$ cat src/rtl/mfep_pkg.sv
// Shared types and constants of the MIDI file track event parser.
// No dependencies; the decoder, top level and checker take names from here by scope.
`default_nettype none

package mfep_pkg;

	typedef enum logic [2:0] {
		PH_DELTA,
		PH_STATUS,
		PH_DATA1,
		PH_DATA2,
		PH_SYSLEN,
		PH_METATYPE,
		PH_METALEN,
		PH_BODY
	} phase_t;

	localparam logic [3:0] KIND_NOTEOFF  = 4'd0;
	localparam logic [3:0] KIND_NOTEON   = 4'd1;
	localparam logic [3:0] KIND_SYSEX    = 4'd7;
	localparam logic [3:0] KIND_TRACKEND = 4'd8;
	localparam logic [3:0] KIND_TEMPO    = 4'd9;
	localparam logic [3:0] KIND_TIMESIG  = 4'd10;

	localparam logic [7:0] STATUS_SYSEX      = 8'hF0;
	localparam logic [7:0] STATUS_SYSEX_CONT = 8'hF7;
	localparam logic [7:0] STATUS_META       = 8'hFF;
	localparam logic [3:0] HI_PROGRAM        = 4'hC;
	localparam logic [3:0] HI_AFTERTOUCH     = 4'hD;

	localparam logic [7:0] META_TRACK_END = 8'h2F;
	localparam logic [7:0] META_TEMPO     = 8'h51;
	localparam logic [7:0] META_TIMESIG   = 8'h58;

	typedef struct packed {
		phase_t      phase;
		logic [27:0] delta_accum;
		logic [2:0]  vlq_count;
		logic [31:0] absolute_tick;
		logic [7:0]  running_status;
		logic [7:0]  current_status;
		logic [7:0]  held_data;
		logic [7:0]  meta_type;
		logic [27:0] body_remaining;
		logic [2:0]  body_index;
		logic [23:0] value_accum;
	} parse_state_t;

	typedef struct packed {
		logic [3:0]  event_kind;
		logic [3:0]  channel;
		logic        control_track;
		logic [7:0]  first_data;
		logic [7:0]  second_data;
		logic [31:0] event_tick;
		logic [23:0] tempo_micros;
		logic [7:0]  beats_per_bar;
		logic [6:0]  note_value;
		logic [27:0] sysex_length;
		logic        status_error;
	} event_t;

endpackage

`default_nettype wire

$ cat src/rtl/mfep_if.sv
// Valid/ready channels of the parser: track bytes in, decoded events out.
// Depends on nothing.
`default_nettype none

interface mfep_byte_if;
	logic       valid;
	logic       ready;
	logic [7:0] data_byte;
	logic       track_start;

	modport source (output valid, output data_byte, output track_start, input ready);
	modport sink (input valid, input data_byte, input track_start, output ready);
endinterface

interface mfep_event_if;
	logic        valid;
	logic        ready;
	logic [3:0]  event_kind;
	logic [3:0]  channel;
	logic        control_track;
	logic [7:0]  first_data;
	logic [7:0]  second_data;
	logic [31:0] event_tick;
	logic [23:0] tempo_micros;
	logic [7:0]  beats_per_bar;
	logic [6:0]  note_value;
	logic [27:0] sysex_length;
	logic        status_error;

	modport source (output valid, output event_kind, output channel, output control_track,
		output first_data, output second_data, output event_tick, output tempo_micros,
		output beats_per_bar, output note_value, output sysex_length, output status_error,
		input ready);
	modport sink (input valid, input event_kind, input channel, input control_track,
		input first_data, input second_data, input event_tick, input tempo_micros,
		input beats_per_bar, input note_value, input sysex_length, input status_error,
		output ready);
endinterface

`default_nettype wire

$ cat src/rtl/mfep_decoder.sv
// Next-state and event decode for one track byte.
// Depends on mfep_pkg.
`default_nettype none

module mfep_decoder #(
	parameter int MAX_VLQ_BYTES = 4
) (
	input  wire mfep_pkg::parse_state_t state,
	input  wire logic [7:0]             data_byte,
	input  wire logic                   track_start,
	output mfep_pkg::parse_state_t      next_state,
	output logic                        emit,
	output mfep_pkg::event_t            result
);

	typedef struct packed {
		logic [27:0] acc;
		logic [2:0]  cnt;
		logic        done;
	} vlq_t;

	localparam logic [2:0] VLQ_MAX = 3'(MAX_VLQ_BYTES);

	function automatic vlq_t vlq_take(logic [27:0] acc, logic [2:0] cnt, logic [7:0] b);
		vlq_t r;
		r.acc  = {acc[20:0], b[6:0]};
		r.cnt  = (cnt < 3'd7) ? cnt + 3'd1 : cnt;
		r.done = !b[7] || (r.cnt >= VLQ_MAX);
		return r;
	endfunction

	mfep_pkg::parse_state_t st;
	vlq_t                   vlq_delta;
	vlq_t                   vlq_body;
	logic [3:0]             hi;
	logic [7:0]             cur;
	logic [2:0]             idx;
	logic [27:0]            rem_dec;
	logic [2:0]             den;

	always_comb begin
		st = state;
		if (track_start) begin
			st.absolute_tick  = '0;
			st.running_status = '0;
			st.phase          = mfep_pkg::PH_DELTA;
			st.delta_accum    = '0;
			st.vlq_count      = '0;
		end
	end

	assign vlq_delta = vlq_take(st.delta_accum, st.vlq_count, data_byte);
	assign vlq_body  = vlq_take(st.body_remaining, st.vlq_count, data_byte);
	assign rem_dec   = st.body_remaining - 28'd1;
	assign idx       = st.body_index;
	assign den       = (data_byte < 8'd6) ? data_byte[2:0] : 3'd6;

	always_comb begin
		cur = st.current_status;
		if (st.phase == mfep_pkg::PH_STATUS && !data_byte[7])
			cur = st.running_status;
	end
	assign hi = cur[7:4];

	always_comb begin
		next_state        = st;
		emit              = 1'b0;
		result            = '0;
		result.event_tick = st.absolute_tick;
		unique case (st.phase)
			mfep_pkg::PH_DELTA: begin
				next_state.delta_accum = vlq_delta.acc;
				next_state.vlq_count   = vlq_delta.cnt;
				if (vlq_delta.done) begin
					next_state.absolute_tick = st.absolute_tick + {4'd0, vlq_delta.acc};
					next_state.phase         = mfep_pkg::PH_STATUS;
					next_state.vlq_count     = '0;
				end
			end
			mfep_pkg::PH_STATUS, mfep_pkg::PH_DATA1: begin
				if (st.phase == mfep_pkg::PH_STATUS && data_byte[7]) begin
					next_state.current_status = data_byte;
					if (data_byte < mfep_pkg::STATUS_SYSEX) begin
						next_state.running_status = data_byte;
						next_state.phase          = mfep_pkg::PH_DATA1;
					end else if (data_byte == mfep_pkg::STATUS_SYSEX ||
							data_byte == mfep_pkg::STATUS_SYSEX_CONT) begin
						next_state.body_remaining = '0;
						next_state.vlq_count      = '0;
						next_state.phase          = mfep_pkg::PH_SYSLEN;
					end else if (data_byte == mfep_pkg::STATUS_META) begin
						next_state.phase = mfep_pkg::PH_METATYPE;
					end else begin
						next_state.phase       = mfep_pkg::PH_DELTA;
						next_state.delta_accum = '0;
						next_state.vlq_count   = '0;
					end
				end else if (st.phase == mfep_pkg::PH_STATUS && st.running_status == '0) begin
					emit                   = 1'b1;
					result.status_error    = 1'b1;
					next_state.phase       = mfep_pkg::PH_DELTA;
					next_state.delta_accum = '0;
					next_state.vlq_count   = '0;
				end else begin
					next_state.current_status = cur;
					next_state.held_data      = data_byte;
					if (hi == mfep_pkg::HI_PROGRAM || hi == mfep_pkg::HI_AFTERTOUCH) begin
						emit                   = 1'b1;
						result.event_kind      = hi - 4'd8;
						result.channel         = cur[3:0];
						result.first_data      = data_byte;
						next_state.phase       = mfep_pkg::PH_DELTA;
						next_state.delta_accum = '0;
						next_state.vlq_count   = '0;
					end else begin
						next_state.phase = mfep_pkg::PH_DATA2;
					end
				end
			end
			mfep_pkg::PH_DATA2: begin
				emit              = 1'b1;
				result.event_kind = hi - 4'd8;
				if (result.event_kind == mfep_pkg::KIND_NOTEON && data_byte == 8'd0)
					result.event_kind = mfep_pkg::KIND_NOTEOFF;
				result.channel         = cur[3:0];
				result.first_data      = st.held_data;
				result.second_data     = data_byte;
				next_state.phase       = mfep_pkg::PH_DELTA;
				next_state.delta_accum = '0;
				next_state.vlq_count   = '0;
			end
			mfep_pkg::PH_SYSLEN: begin
				next_state.body_remaining = vlq_body.acc;
				next_state.vlq_count      = vlq_body.cnt;
				if (vlq_body.done) begin
					emit                  = 1'b1;
					result.event_kind     = mfep_pkg::KIND_SYSEX;
					result.control_track  = 1'b1;
					result.sysex_length   = vlq_body.acc;
					next_state.meta_type  = '0;
					next_state.body_index = '0;
					if (vlq_body.acc == '0) begin
						next_state.phase       = mfep_pkg::PH_DELTA;
						next_state.delta_accum = '0;
						next_state.vlq_count   = '0;
					end else begin
						next_state.phase = mfep_pkg::PH_BODY;
					end
				end
			end
			mfep_pkg::PH_METATYPE: begin
				next_state.meta_type      = data_byte;
				next_state.body_remaining = '0;
				next_state.vlq_count      = '0;
				next_state.phase          = mfep_pkg::PH_METALEN;
			end
			mfep_pkg::PH_METALEN: begin
				next_state.body_remaining = vlq_body.acc;
				next_state.vlq_count      = vlq_body.cnt;
				if (vlq_body.done) begin
					next_state.body_index  = '0;
					next_state.value_accum = '0;
					if (vlq_body.acc == '0) begin
						next_state.phase       = mfep_pkg::PH_DELTA;
						next_state.delta_accum = '0;
						next_state.vlq_count   = '0;
					end else begin
						next_state.phase = mfep_pkg::PH_BODY;
					end
					if (st.meta_type == mfep_pkg::META_TRACK_END) begin
						emit                 = 1'b1;
						result.event_kind    = mfep_pkg::KIND_TRACKEND;
						result.control_track = 1'b1;
					end
				end
			end
			mfep_pkg::PH_BODY: begin
				if (idx < 3'd7)
					next_state.body_index = idx + 3'd1;
				next_state.body_remaining = rem_dec;
				if (rem_dec == '0) begin
					next_state.phase       = mfep_pkg::PH_DELTA;
					next_state.delta_accum = '0;
					next_state.vlq_count   = '0;
				end
				if (st.meta_type == mfep_pkg::META_TEMPO && idx < 3'd3) begin
					next_state.value_accum = {st.value_accum[15:0], data_byte};
					if (idx == 3'd2) begin
						emit                 = 1'b1;
						result.event_kind    = mfep_pkg::KIND_TEMPO;
						result.control_track = 1'b1;
						result.tempo_micros  = {st.value_accum[15:0], data_byte};
					end
				end else if (st.meta_type == mfep_pkg::META_TIMESIG) begin
					if (idx == 3'd0) begin
						next_state.held_data = data_byte;
					end else if (idx == 3'd1) begin
						emit                 = 1'b1;
						result.event_kind    = mfep_pkg::KIND_TIMESIG;
						result.control_track = 1'b1;
						result.beats_per_bar = st.held_data;
						result.note_value    = 7'd1 << den;
					end
				end
			end
		endcase
	end

endmodule

`default_nettype wire

$ cat src/rtl/midi_file_event_parser_top.sv
// Top level of the MIDI file track event parser: input register, decode, result register.
// Depends on mfep_pkg, mfep_if and mfep_decoder.
//
// The parser takes one track byte per clock cycle and keeps that rate as long as each
// event is taken when it is offered: a byte is registered, decoded in a single stage
// against the parse state, and any event it completes lands in the result register when
// the byte leaves the input register. The byte input register and the result register
// bound this path; a stalled event channel holds at most one byte in the input register
// before the track channel stops taking words.
`default_nettype none

module midi_file_event_parser_top #(
	parameter int MAX_VLQ_BYTES = 4
) (
	input wire logic      clk,
	input wire logic      arst_n,
	mfep_byte_if.sink     track,
	mfep_event_if.source  events
);

	logic                   valid_s1;
	logic [7:0]             byte_s1;
	logic                   start_s1;
	logic                   out_valid_q;
	mfep_pkg::event_t       result_q;
	mfep_pkg::parse_state_t state_q;
	mfep_pkg::parse_state_t next_state;
	mfep_pkg::event_t       result;
	logic                   emit;
	logic                   advance;
	logic                   fire;

	assign advance     = !out_valid_q || events.ready;
	assign fire        = valid_s1 && advance;
	assign track.ready = !valid_s1 || advance;

	mfep_decoder #(
		.MAX_VLQ_BYTES(MAX_VLQ_BYTES)
	) u_decoder (
		.state      (state_q),
		.data_byte  (byte_s1),
		.track_start(start_s1),
		.next_state (next_state),
		.emit       (emit),
		.result     (result)
	);

	always_ff @(posedge clk or negedge arst_n) begin
		if (!arst_n) begin
			valid_s1    <= 1'b0;
			out_valid_q <= 1'b0;
			state_q     <= '{phase: mfep_pkg::PH_DELTA, default: '0};
		end else begin
			valid_s1 <= (track.valid && track.ready) || (valid_s1 && !advance);
			if (fire) begin
				state_q     <= next_state;
				out_valid_q <= emit;
			end else if (events.ready) begin
				out_valid_q <= 1'b0;
			end
		end
	end

	always_ff @(posedge clk) begin
		if (track.valid && track.ready) begin
			byte_s1  <= track.data_byte;
			start_s1 <= track.track_start;
		end
		if (fire && emit)
			result_q <= result;
	end

	assign events.valid         = out_valid_q;
	assign events.event_kind    = result_q.event_kind;
	assign events.channel       = result_q.channel;
	assign events.control_track = result_q.control_track;
	assign events.first_data    = result_q.first_data;
	assign events.second_data   = result_q.second_data;
	assign events.event_tick    = result_q.event_tick;
	assign events.tempo_micros  = result_q.tempo_micros;
	assign events.beats_per_bar = result_q.beats_per_bar;
	assign events.note_value    = result_q.note_value;
	assign events.sysex_length  = result_q.sysex_length;
	assign events.status_error  = result_q.status_error;

endmodule

`default_nettype wire

$ cat src/flat_wrapper.sv
// flat-port wrapper written by rule: the top's interface ports become plain ports
module midi_file_event_parser_top_flat 
#(
	parameter int MAX_VLQ_BYTES = 4
)
  (clk, arst_n, track_valid, track_data_byte, track_track_start, track_ready, events_valid, events_event_kind, events_channel, events_control_track, events_first_data, events_second_data, events_event_tick, events_tempo_micros, events_beats_per_bar, events_note_value, events_sysex_length, events_status_error, events_ready);
  mfep_byte_if track_i ();
  mfep_event_if events_i ();
  input wire logic clk;
  input wire logic arst_n;
  input wire logic [$bits(track_i.valid)-1:0] track_valid;
  input wire logic [$bits(track_i.data_byte)-1:0] track_data_byte;
  input wire logic [$bits(track_i.track_start)-1:0] track_track_start;
  output wire logic [$bits(track_i.ready)-1:0] track_ready;
  output wire logic [$bits(events_i.valid)-1:0] events_valid;
  output wire logic [$bits(events_i.event_kind)-1:0] events_event_kind;
  output wire logic [$bits(events_i.channel)-1:0] events_channel;
  output wire logic [$bits(events_i.control_track)-1:0] events_control_track;
  output wire logic [$bits(events_i.first_data)-1:0] events_first_data;
  output wire logic [$bits(events_i.second_data)-1:0] events_second_data;
  output wire logic [$bits(events_i.event_tick)-1:0] events_event_tick;
  output wire logic [$bits(events_i.tempo_micros)-1:0] events_tempo_micros;
  output wire logic [$bits(events_i.beats_per_bar)-1:0] events_beats_per_bar;
  output wire logic [$bits(events_i.note_value)-1:0] events_note_value;
  output wire logic [$bits(events_i.sysex_length)-1:0] events_sysex_length;
  output wire logic [$bits(events_i.status_error)-1:0] events_status_error;
  input wire logic [$bits(events_i.ready)-1:0] events_ready;
  assign track_i.valid = track_valid;
  assign track_i.data_byte = track_data_byte;
  assign track_i.track_start = track_track_start;
  assign track_ready = track_i.ready;
  assign events_valid = events_i.valid;
  assign events_event_kind = events_i.event_kind;
  assign events_channel = events_i.channel;
  assign events_control_track = events_i.control_track;
  assign events_first_data = events_i.first_data;
  assign events_second_data = events_i.second_data;
  assign events_event_tick = events_i.event_tick;
  assign events_tempo_micros = events_i.tempo_micros;
  assign events_beats_per_bar = events_i.beats_per_bar;
  assign events_note_value = events_i.note_value;
  assign events_sysex_length = events_i.sysex_length;
  assign events_status_error = events_i.status_error;
  assign events_i.ready = events_ready;
  midi_file_event_parser_top #(.MAX_VLQ_BYTES(MAX_VLQ_BYTES)) u_core (.clk(clk), .arst_n(arst_n), .track(track_i), .events(events_i));
endmodule
$ cat config.mk
export PLATFORM = sky130hd
export DESIGN_NAME = midi_file_event_parser_top_flat
export DESIGN_NICKNAME = d
export VERILOG_FILES = /design/src/rtl/mfep_pkg.sv /design/src/rtl/mfep_if.sv /design/src/rtl/mfep_decoder.sv /design/src/rtl/midi_file_event_parser_top.sv /design/src/flat_wrapper.sv
export SDC_FILE = /design/constraint.sdc
export NUM_CORES = 1
export LEC_CHECK = 0
export ABC_CLOCK_PERIOD_IN_PS = 11300
export BUFFER_PORTS_ARGS = -buffer_cell sky130_fd_sc_hd__buf_4
export CAP_MARGIN = 20
export CORE_MARGIN = 4
export CORE_UTILIZATION = 40
export DETAILED_ROUTE_END_ITERATION = 16
export PLACE_DENSITY_LB_ADDON = 0.2
export SYNTH_ARGS = -nofsm -noshare
export SYNTH_HDL_FRONTEND = slang
export SYNTH_HIERARCHICAL = 1
export SYNTH_SLANG_ARGS = --single-unit
$ cat constraint.sdc
create_clock -name clk -period 11.3 [get_ports clk]
set_input_delay 1.13 -clock clk [delete_from_list [all_inputs] [get_ports clk]]
set_output_delay 1.13 -clock clk [all_outputs]
set_load 0.005 [all_outputs]
* Yosys cells after proc, flatten, opt, wreduce, memory -nomap -nowiden
Cells that the tools add are included.
** Word-level totals
- Word-level logic and storage cells :: 198
- Memories :: 0
- Memory bits (writable) :: 0
- Latch bits :: 0
- Input bits :: 13
- ROM bits :: 0
- Flip-flop bits (word level) :: 281
** Operators by class
- Add/subtract/negate cells :: 5
- Magnitude comparators :: 6
- Multipliers :: 0
- Equality and inequality tests :: 31
- Bitwise logic cells :: 4
- Div/mod/pow operators :: 0
- Reduce and logical (&&, ||, !) cells :: 44
- Shift operators :: 1
- Muxes and demuxes :: 81
** Operator list (count)
- $pmux 28 s5 :: 1
- $mux 34 :: 4
- $mux 31 :: 4
- $mux 8 :: 15
- $mux 28 :: 4
- $pmux 28 s4 :: 1
- $mux 74 :: 1
- $logic_not 28->1 :: 2
- $mux 16 :: 3
- $pmux 8 s2 :: 3
- $mux 35 :: 1
- $mux 3 :: 11
- $add 32x28->32 :: 1
- $mux 32 :: 1
- $mux 4 :: 8
- $pmux 16 s2 :: 1
- $sub 28x1->28 const B :: 1
- $mux 27 :: 1
- $ne 2x2->1 const B :: 13
- $eq 8x8->1 const B :: 3
- $pmux 4 s5 :: 1
- $pmux 3 s6 :: 1
- $eq 8x7->1 const B :: 2
- $logic_not 8->1 :: 2
- 36 further kinds :: 87

* Logic depth before layout (Yosys ltp)
Gate-level depths: netlist of the first run.
- Depth in word-level cells :: 11
- Depth in mapped cells :: 16
- Gate-level depth less buffers :: 13

* By module
Netlist of the first run, hierarchy kept.
** Modules (own cells, without submodules)
- midi_file_event_parser_top :: instances 1, cells each 467, area each 10077.2 um2
- mfep_decoder :: instances 1, cells each 970, area each 5968.2 um2

* Least setup slack after synthesis of the first run
Ideal clock, no wire load.
- Path type :: register -> register
- From :: register u_core.start_s1
- To :: register u_core.result_q, in the netlist u_core/events.beats_per_bar[0] (enable)
- Stages on the path, launching flop included :: 14
- Period minus slack after synthesis :: 8.267 ns
- Setup slack :: 3.033 ns
- Arrival :: 7.657 ns
- Path buffers :: 4
- Cell sequence :: edfxtp_1 -> buf_2 -> clkbuf_1 -> clkbuf_1 -> nor2b_1 -> ha_1 -> and3_1 -> o21a_1 -> nor3_1 -> clkbuf_1 -> nor2_1 -> nand4_1 -> nand2_1 -> nor2_1
** On the way
- Word-level cells in the longest chain between the ends :: 11
- Elaborated cells between the ends (all ways) :: 28
- Those cells by class :: 1 x add/sub; 2 x order compare; 8 x eq/ne; 9 x mux; 8 x reduce/logical
** RTL lines
- from (decl) :: RTL line midi_file_event_parser_top.sv:23 : logic start_s1;
- from (signal assigned) :: RTL line midi_file_event_parser_top.sv:67 : start_s1 <= track.track_start;
- $mux 74 * :: RTL line mfep_decoder.sv:43 : if (track_start) begin
- branches (longest 8 deep; another with $add 3x1->3)
- $pmux 1 s5 * :: RTL line mfep_decoder.sv:70 : unique case (st.phase)
- via u_core.emit :: RTL line midi_file_event_parser_top.sv:29 : logic emit;
- $logic_and 1x1->1 * :: RTL line midi_file_event_parser_top.sv:69 : if (fire && emit)
- to (signal assigned) :: RTL line midi_file_event_parser_top.sv:70 : result_q <= result;
- to (decl) :: RTL line midi_file_event_parser_top.sv:25 : mfep_pkg::event_t result_q;
Mark *: on every way through the listed nets, which the timed path passes.
A chain may end at the register's enable or synchronous reset.

* Worst setup path in the final report of the first run
- From :: register u_core/state_q[151] in the netlist's numbering
- To :: register u_core.result_q, in the netlist u_core/events.sysex_length[17] (enable)
** On the way
- Word-level cells in the longest chain between the ends :: 11
- Elaborated cells between the ends (all ways) :: 20
- Those cells by class :: 8 x eq/ne; 6 x mux; 6 x reduce/logical
** RTL lines
- from (decl) :: RTL line midi_file_event_parser_top.sv:26 : mfep_pkg::parse_state_t state_q;
- from (signal assigned) :: RTL line midi_file_event_parser_top.sv:56 : state_q <= next_state;
- $mux 74 * :: RTL line mfep_decoder.sv:43
- $eq 3x1->1
- $logic_and 1x1->1 :: RTL line mfep_decoder.sv:60 : if (st.phase == mfep_pkg::PH_STATUS && !data_byte[7])
- $mux 8 :: RTL line mfep_decoder.sv:60
- $eq 4x4->1 :: RTL line mfep_decoder.sv:107 : if (hi == mfep_pkg::HI_PROGRAM || hi == mfep_pkg::HI_AFTERTOUCH) begin
- $logic_or 1x1->1 :: RTL line mfep_decoder.sv:107
- $mux 1 :: RTL line mfep_decoder.sv:107
- $mux 1 :: RTL line mfep_decoder.sv:98 : end else if (st.phase == mfep_pkg::PH_STATUS && st.running_status == '0) begin
- $mux 1 :: RTL line mfep_decoder.sv:81 : if (st.phase == mfep_pkg::PH_STATUS && data_byte[7]) begin
- $pmux 1 s5 * :: RTL line mfep_decoder.sv:70
- via u_core.emit :: RTL line midi_file_event_parser_top.sv:29
- $logic_and 1x1->1 * :: RTL line midi_file_event_parser_top.sv:69
Mark *: on every way through the listed nets, which the timed path passes. The rest lies on a longest branch.

==> run_results.csv, run 1 <==
group,metric,value,unit
placement,place_ws,5533,ps
synthesis,synthesis.area,15360,um^2
timing,worstMarginPinSlew,949.6,ps
drt,first_pass_iters,6,
final_layout,num_antenna_cells,0,
drt,via_per_inst,5.491,
setup_path,critical_path_class,"flop to flop",
final_layout,drive_gt1_frac,0.2603,
clocking,insertion_delay,580,ps
placement,port_buffers,139,
drt,ant_nets,0,
setup_path,startpoint_type,"flop",
setup_path,cpMostUsedCell,"buf_4",
timing,finalCritPeriodShare,0.4679,
die,core-area,37760,um^2
setup_path,slowest_delay,680,ps
timing,setup_viol_count_final,0,
grt,grt-ovfl-total,0,
die,die_h,204.0,um
drt,wl_per_cell,18.83,um
placement,gp_congestion,0.8397,
timing,clock-skew-final,30.07,ps
setup_path,critPathRequiredTime,11480,ps
clocking,cts_hold_buf,0,
setup_path,critPathMaxFanout,54,
grt,grt_usage,0.1793,
final_layout,ff_latch_area,7527,um^2
die,die_width,204.0,um
clocking,cts_sinks,274,
grt,antenna_found_initial,0,
clocking,cts_inserted_buffers,30,
run,drv_cap,0,
timing,relSlewSlack,0.3670,
power,power_leakage,7.687,nW
timing,period_minus_slack,5288,ps
clocking,path_clk_slew,60,ps
final_layout,fin_nets,1535,
setup_path,critPathCaptureType,"flop",
setup_path,worstPathCellList,"nor2b_1 > nand3_1 > buf_4 > nor3_2 > buf_6 > and3b_1 > nor2_1 > nand4_1 > nand2_1 > nor2_4 > buf_4 > buf_4",
setup_path,cpMaxStageDelayCell,"buf_4",
clocking,cts_resized,0,
die,initial_core_util,0.4068,
synthesis,synth_cells,1384,
power,ir_worst_vdd,0.1270,mV
clocking,tritoncts,"done",
clocking,cts_buffer_depth,3,
timing,fmax,189.1,MHz
timing,grt_setup_unrepaired,"no",
synthesis,syn_area_per_cell,11.10,um^2
clocking,cts_setup_buffers,0,
drt,vias,11098,
drt,dr.first_iter.drc_count,776,
drt,wirelength,38060,um
timing,fin_tns_setup,0,ps
synthesis,synth_nets,1433,
clocking,root_buffer,"clkbuf_16",
setup_path,crit_buf_inv,4,
timing,slew_viol_final,0,
timing,hold_violations,0,
clocking,htree_num_levels,1,
run_status,status,"complete, no violations",
final_layout,layout_common_cells,"buf_4, dfrtp_1, edfxtp_1",
setup_path,cp_top_family,"simple AND/OR/NAND/NOR gates",
die,rows,71,
die,die-area,41600,um^2
grt,grt_max_degree,95,
die,ios,140,
synthesis,ys_warn_count,6,
final_layout,fillers,3536,
hold_path,hold_class,"flop to flop",
final_layout,final_common_cell,"buf_4",
final_layout,areaGrowthSynthToFinish,16.13,%
final_layout,multi_input_area,7284,um^2
grt,grt_pass1_vias,11273,
timing,worst_slack,6012,ps
power,power.density,207.5,nW/um^2
drt,drc,0,
grt,grt_pass1_wl,61470,um
setup_path,arrival,5470,ps
placement,place_hpwl,24530,um
==> worst paths after layout <==
path	endpoint	slack [ps]	cells after the start	startpoint
max in group asynchronous	u_core/state_q[135]$_DFFE_PN0P_	9320	2	arst_n
worst min register to register	u_core/state_q[110]$_DFFE_PN0P_	500	1	u_core/state_q[110]$_DFFE_PN0P_
min in group asynchronous	u_core/state_q[136]$_DFFE_PN0P_	640	1	arst_n
worst min-delay path	u_core/state_q[110]$_DFFE_PN0P_	500	1	u_core/state_q[110]$_DFFE_PN0P_
worst max-delay path	u_core/events.sysex_length[17]$_DFFE_PP_	6010	12	u_core/state_q[151]$_DFFE_PN0P_
worst max register to register	u_core/events.sysex_length[17]$_DFFE_PP_	6010	12	u_core/state_q[151]$_DFFE_PN0P_
==> where the power goes <==
part	leakage (nW)	total, W	internal (W)	switching [W]
Combinational	4.06	0.00128	0.000583	0.000695
Sequential	3.11	0.00140	0.00126	0.000142
Clock	0.512	0.00102	0.000620	0.000404
Total	7.69	0.00370	0.00246	0.00124
==> worst reg2reg max path: stages (launching register included) <==
cell and delay (ps):
dfrtp_1 440, nor2b_1 370, nand3_1 120, buf_4 270, nor3_2 370, buf_6 220
and3b_1 650, nor2_1 160, nand4_1 130, nand2_1 110, nor2_4 640, buf_4 680
buf_4 670
==> final cells by class <==
| type | instances | share of cell area |
|---|---|---|
| Inverter | 42 | 0.008839 |
| Tap cell | 511 | 0.03585 |
| Clock inverter | 12 | 0.009961 |
| Timing Repair Buffer | 157 | 0.06650 |
| Multi-Input combinational cell | 981 | 0.4084 |
| Sequential cell | 274 | 0.4220 |
| Clock buffer | 44 | 0.04840 |
==> state kept, by name, summed over array words and instances (netlist names) <==
signal and count:
u_core/events.tempo_micros 24, u_core/events.sysex_length 28, u_core/events.control_track 1, u_core/events.first_data 8, u_core/events.second_data 8, u_core/events.note_value 7
u_core/valid_s1 1, u_core/events.status_error 1, u_core/state_q 138, u_core/events.valid 1, u_core/start_s1 1, u_core/events.beats_per_bar 8
u_core/events.channel 4, u_core/byte_s1 8, u_core/events.event_kind 4, u_core/events.event_tick 32
==> stage by stage <==
stage / total power [W] / instance area [um^2] / util / hold WS (ps) / std cells
floorplan: 0.002362 / 15360 / - / 471.1 / 1384
global placement: 0.002661 / 16780 / 0.4445 / 481.9 / 1964
detailed placement: 0.002684 / 16780 / 0.4445 / 484.0 / 1964
CTS: 0.003731 / 17820 / 0.4721 / 500.3 / 2020
global route: 0.003930 / 17840 / 0.4724 / 514.6 / 2021
finish: 0.003700 / 17840 / 0.4724 / 496.6 / 2021
==> routing by layer <==
| metal | track usage | part of all wire | vias up |
|---|---|---|---|
| met1 | 0.2503 | 0.46 | 5457 |
| met5 | 0 | 0 | - |
| met4 | 0.04762 | 0.023 | 0 |
| met3 | 0.02809 | 0.058 | 63 |
| met2 | 0.2938 | 0.46 | 323 |
| li1 | - | - | 5255 |
(Power assumes the default switching activity.)
==> inputs of run 2 (changes only) <==
- ABC_CLOCK_PERIOD_IN_PS: 11300 -> 5000
- clock period: 11.3 -> 5 ns (I/O delays scaled with it)
==> run_results.csv, run 2 (synthesis gave the netlist of run 1 again) <==
group,metric,value,unit
run_status,status,"complete, no violations",
timing,setup_viol_count_final,0,
final_layout,areaGrowthSynthToFinish,16.21,%
power,finalPower,0.008305,W
timing,clock-skew-final,19.95,ps
die,ios,140,
grt,grt_pass1_vias,10558,
placement,place_hpwl,24380,um
drt,drc,0,
setup_path,critPathRequiredTime,5450,ps
grt,grt_usage,0.1753,
setup_path,worstPathCellList,"inv_1 > fa_1 > nor2b_1 > o2111ai_1 > a21oi_1 > nor2_1 > o21ai_0 > a21o_1 > a2111oi_0 > or3b_2 > mux2_4",
drt,ant_nets,0,
hold_path,hold_class,"input pin to flop",
drt,wirelength,37620,um
timing,slew_viol_final,0,
grt,grt-ovfl-total,0,
timing,period_minus_slack,3772,ps
drt,dr.first_iter.drc_count,748,
timing,fmax,265.1,MHz
timing,worstMarginPinSlew,888.6,ps
die,core-area,37760,um^2
setup_path,arrival,4220,ps
timing,relSlewSlack,0.4076,
power,ir_worst_vdd,0.2558,mV
setup_path,critical_path_class,"flop to flop",
power,power_leakage,7.692,nW
drt,vias,10962,
die,die_h,204.0,um
setup_path,critPathMaxFanout,18,
timing,grt_setup_unrepaired,"no",
grt,grt_pass1_wl,59860,um
final_layout,fin_nets,1540,
grt,antenna_found_initial,0,
setup_path,crit_buf_inv,1,
power,power.density,465.3,nW/um^2
die,die-area,41600,um^2
clocking,cts_setup_buffers,0,
final_layout,layout_common_cells,"buf_4, dfrtp_1, edfxtp_1",
timing,fin_tns_setup,0,ps
final_layout,num_antenna_cells,0,
final_layout,regMostFlops,"u_core/state_q",
setup_path,cpMaxStageDelayCell,"edfxtp_1",
final_layout,final_common_cell,"buf_4",
timing,finalCritPeriodShare,0.7543,
die,rows,71,
run,drv_cap,0,
grt,grt_max_degree,96,
final_layout,drive_gt1_frac,0.2594,
timing,hold_violations,0,
setup_path,startpoint_type,"flop",
drt,wl_per_cell,18.57,um
drt,first_pass_iters,5,
setup_path,critPathCaptureType,"flop",
setup_path,slowest_delay,750,ps
final_layout,multi_input_area,7277,um^2
final_layout,ff_latch_area,7527,um^2
clocking,cts_inserted_buffers,31,
drt,via_per_inst,5.411,
setup_path,cp_top_family,"compound AO/OA/AOI/OAI gates",
placement,port_buffers,139,
placement,gp_congestion,0.8537,
clocking,cts_sinks,274,
die,initial_core_util,0.4068,
final_layout,largest_register_ffs,138,
clocking,path_clk_slew,60,ps
clocking,htree_num_levels,1,
clocking,insertion_delay,560,ps
clocking,tritoncts,"done",
die,die_width,204.0,um
clocking,cts_buffer_depth,3,
final_layout,fillers,3508,
clocking,root_buffer,"clkbuf_16",
-- run 2: changes by cell type in the layout (fill, tap and decap cells not counted), sizes merged, moves of 2 or more --
cell	delta
clkbuf	-3
clkinv	+4
buf	+3
clkinvlp	+2
-- run 2: routing by layer --
layer | part of all wire | up-vias | global-route usage
li1 | - | 5270 | -
met1 | 0.47 | 5380 | 0.2547
met2 | 0.46 | 273 | 0.2849
met3 | 0.055 | 39 | 0.02444
met4 | 0.013 | 0 | 0.03207
met5 | 0 | - | 0
-- run 2: worst paths after layout --
kind,from,end,slack (ps),cells past startpoint
worst max-delay path,u_core/byte_s1[1]$_DFFE_PP_,u_core/state_q[103]$_DFFE_PN0P_,1230,11
worst min-delay path,track_data_byte[6],u_core/byte_s1[6]$_DFFE_PP_,110,1
worst max register to register,u_core/byte_s1[1]$_DFFE_PP_,u_core/state_q[103]$_DFFE_PN0P_,1230,11
worst min register to register,u_core/state_q[121]$_DFFE_PN0P_,u_core/state_q[121]$_DFFE_PN0P_,490,1
max in group asynchronous,arst_n,u_core/state_q[104]$_DFFE_PN0P_,3440,3
min in group asynchronous,arst_n,u_core/state_q[45]$_DFFE_PN0P_,510,2
-- run 2: final cells by class --
| cell class | instances | area share |
|---|---|---|
| inverter | 42 | 0.008833 |
| tap | 511 | 0.03582 |
| clock buffer | 41 | 0.04781 |
| clock inverter | 16 | 0.008623 |
| sequential | 274 | 0.4217 |
| multi-input combinational | 981 | 0.4077 |
| timing repair buffer | 161 | 0.06947 |
-- run 2: where the power goes --
group | internal [W] | leakage, nW | total, W | switching [W]
clock network | 0.00134 | 0.492 | 0.00224 | 0.000901
logic | 0.00133 | 4.09 | 0.00289 | 0.00156
registers | 0.00284 | 3.11 | 0.00317 | 0.000333
total | 0.00551 | 7.69 | 0.00830 | 0.00280
-- run 2: timing repair --
item / CTS / global route
hold buffers: 1 / 0
setup endpoints to repair: 0 / 0
endpoints found under the hold margin: 56 / 0
gates resized for setup: 0 / 0
-- run 2: worst register-to-register path, cell delays in order, from the launching register on --
cell and delay (ps):
edfxtp_1 750, inv_1 310, fa_1 490, nor2b_1 160, o2111ai_1 150, a21oi_1 260
nor2_1 130, o21ai_0 380, a21o_1 190, a2111oi_0 90, or3b_2 480, mux2_4 270
-- run 2: through the flow --
stage | hold WS [ps] | util | instances | setup slack [ps] | instance area, um^2
2_1_floorplan | 204.4 | - | 1384 | 242.3 | 15370
3_3_place_gp | 480.2 | 0.4458 | 1968 | 1333 | 16830
3_5_place_dp | 483.0 | 0.4458 | 1968 | 1253 | 16830
4_1_cts | 74.59 | 0.4727 | 2026 | 1238 | 17850
5_1_grt | 75.91 | 0.4727 | 2026 | 864.7 | 17850
6_report | 113.0 | 0.4727 | 2026 | 1228 | 17850
==> inputs of run 3 (changes only) <==
- ABC_CLOCK_PERIOD_IN_PS: 5000 -> 3400
- clock period: 5 -> 3.4 ns (I/O delays scaled with it)
==> run_results.csv, run 3 (synthesis gave the netlist of run 1 again) <==
group,metric,value,unit
setup_path,cpMaxStageDelayCell,"edfxtp_1",
drt,dr.first_iter.drc_count,768,
run,drv_cap,0,
final_layout,fin_nets,1614,
timing,hold_violations,0,
setup_path,cp_top_family,"simple AND/OR/NAND/NOR gates",
die,initial_core_util,0.4068,
die,ios,140,
clocking,cts_sinks,274,
power,p_int,0.008718,W
drt,wirelength,39230,um
setup_path,slowest_delay,470,ps
setup_path,startpoint_type,"flop",
timing,fin_tns_setup,0,ps
power,power.density,695.7,nW/um^2
placement,place_ws,16.49,ps
drt,first_pass_iters,5,
timing,slew_viol_final,0,
placement,placed_area,17350,um^2
drt,ant_nets,0,
clocking,tritoncts,"done",
timing,worst_slack,114.2,ps
drt,wl_per_cell,18.66,um
setup_path,worstPathCellList,"buf_4 > nor2b_1 > ha_1 > nor2b_1 > o2111ai_1 > a21oi_2 > nor2_1 > o21ai_2 > a21o_1 > and4_1 > or3b_2 > mux2_4",
grt,grt-ovfl-total,0,
power,swShare,0.3315,
placement,place_hpwl,25440,um
final_layout,num_antenna_cells,0,
timing,worstMarginPinSlew,743.5,ps
final_layout,drive_gt1_frac,0.3030,
power,ir_worst_vdd,0.3218,mV
die,core-area,37760,um^2
die,die_h,204.0,um
die,rows,71,
timing,worst_hold_slack,38.75,ps
die,die_width,204.0,um
grt,grt_max_degree,73,
final_layout,post-route-util,0.4965,
clocking,insertion_delay,530,ps
placement,gp_congestion,0.8665,
setup_path,critPathMaxFanout,12,
final_layout,regMostFlops,"u_core/state_q",
setup_path,cpMostUsedCell,"nor2b_1",
final_layout,largest_register_ffs,138,
grt,grt_pass1_vias,11297,
clocking,cts_buffer_depth,3,
timing,period_minus_slack,3286,ps
final_layout,final_common_cell,"buf_4",
grt,antenna_found_initial,0,
final_layout,layout_common_cells,"buf_4, dfrtp_1, edfxtp_1",
setup_path,critPathCaptureType,"flop",
clocking,path_clk_slew,60,ps
grt,grt_usage,0.1824,
power,switching_power,0.004324,W
timing,fmax,304.3,MHz
power,pwr-share-seq,0.352,
drt,drc,0,
timing,setup_viol_count_final,0,
clocking,cts_inserted_buffers,34,
drt,vias,11352,
timing,grt_setup_unrepaired,"yes",
timing,clock-skew-final,11.99,ps
drt,via_per_inst,5.401,
power,power_leakage,8.173,nW
setup_path,critPathRequiredTime,3810,ps
power,p_comb_frac,0.364,
run_status,status,"complete, no violations",
clocking,htree_num_levels,2,
timing,relSlewSlack,0.5022,
hold_path,hold_class,"input pin to flop",
setup_path,arrival,3700,ps
grt,grt_pass1_wl,61950,um
setup_path,crit_buf_inv,1,
power,p_clk_frac,0.284,
final_layout,areaGrowthSynthToFinish,22.06,%
clocking,root_buffer,"clkbuf_16",
final_layout,design_area,18750,um^2
die,die-area,41600,um^2
timing,finalCritPeriodShare,0.9664,
setup_path,critical_path_class,"flop to flop",
placement,port_buffers,139,
[run 3: cell types whose count changed in the layout (fill, tap and decap cells not counted), sizes merged]
cell and delta:
buf +60, clkbuf +9, dlygate4sd3 +9, clkinv -1
clkinvlp -1
[run 3: power groups by stage]
stage | clock (W) | sequential (W) | combinational (W)
floorplan | 0 | 0.00455 | 0.00330
global placement | 0 | 0.00462 | 0.00456
detailed placement | 0 | 0.00463 | 0.00461
CTS | 0.00382 | 0.00459 | 0.00465
global route | 0.00394 | 0.00467 | 0.00520
finish | 0.00371 | 0.00459 | 0.00475
[run 3: layout make-up]
cell class                 instances  area, um^2
inverter                          42       157.7
multi-input combinational        981        7396
fill                            3393       19010
clock inverter                    14       146.4
tap                              511       639.4
sequential                       274        7528
timing repair buffer             232        1872
clock buffer                      48        1007
[run 3: timing repair]
action / in CTS / in global routing
gates cloned: 0 / 2
buffers inserted: 0 / 2
resized for setup: 1 / 24
hold endpoints to repair: 78 / 0
hold buffers: 10 / 0
setup endpoints to repair: 1 / 156
pin swaps: 0 / 5
[run 3: through the flow]
stage	power, W	instances
2_1_floorplan	0.007850	1384
3_3_place_gp	0.009179	2026
3_5_place_dp	0.009245	2026
4_1_cts	0.01305	2098
5_1_grt	0.01381	2102
6_report	0.01304	2102
[run 3: metal layers]
metal	GRT usage	vias to the layer above	wire, um
met5	0	-	0
met4	0.05145	0	952
met3	0.03475	59	2073
met2	0.2925	289	17950
met1	0.2547	5593	18250
li1	-	5411	-
[run 3: final timing paths]
kind                                            startpoint  slack, ps                              end  cells past startpoint
max in group asynchronous                           arst_n       2080   u_core/state_q[88]$_DFFE_PN0P_                      3
max reg2reg                      u_core/start_s1$_DFFE_PP_        110  u_core/state_q[103]$_DFFE_PN0P_                     12
min in group asynchronous                           arst_n        420   u_core/state_q[42]$_DFFE_PN0P_                      2
min                                            track_valid         40        u_core/valid_s1$_DFF_PN0_                      2
min reg2reg                u_core/state_q[114]$_DFFE_PN0P_        500  u_core/state_q[114]$_DFFE_PN0P_                      1
max                              u_core/start_s1$_DFFE_PP_        110  u_core/state_q[103]$_DFFE_PN0P_                     12
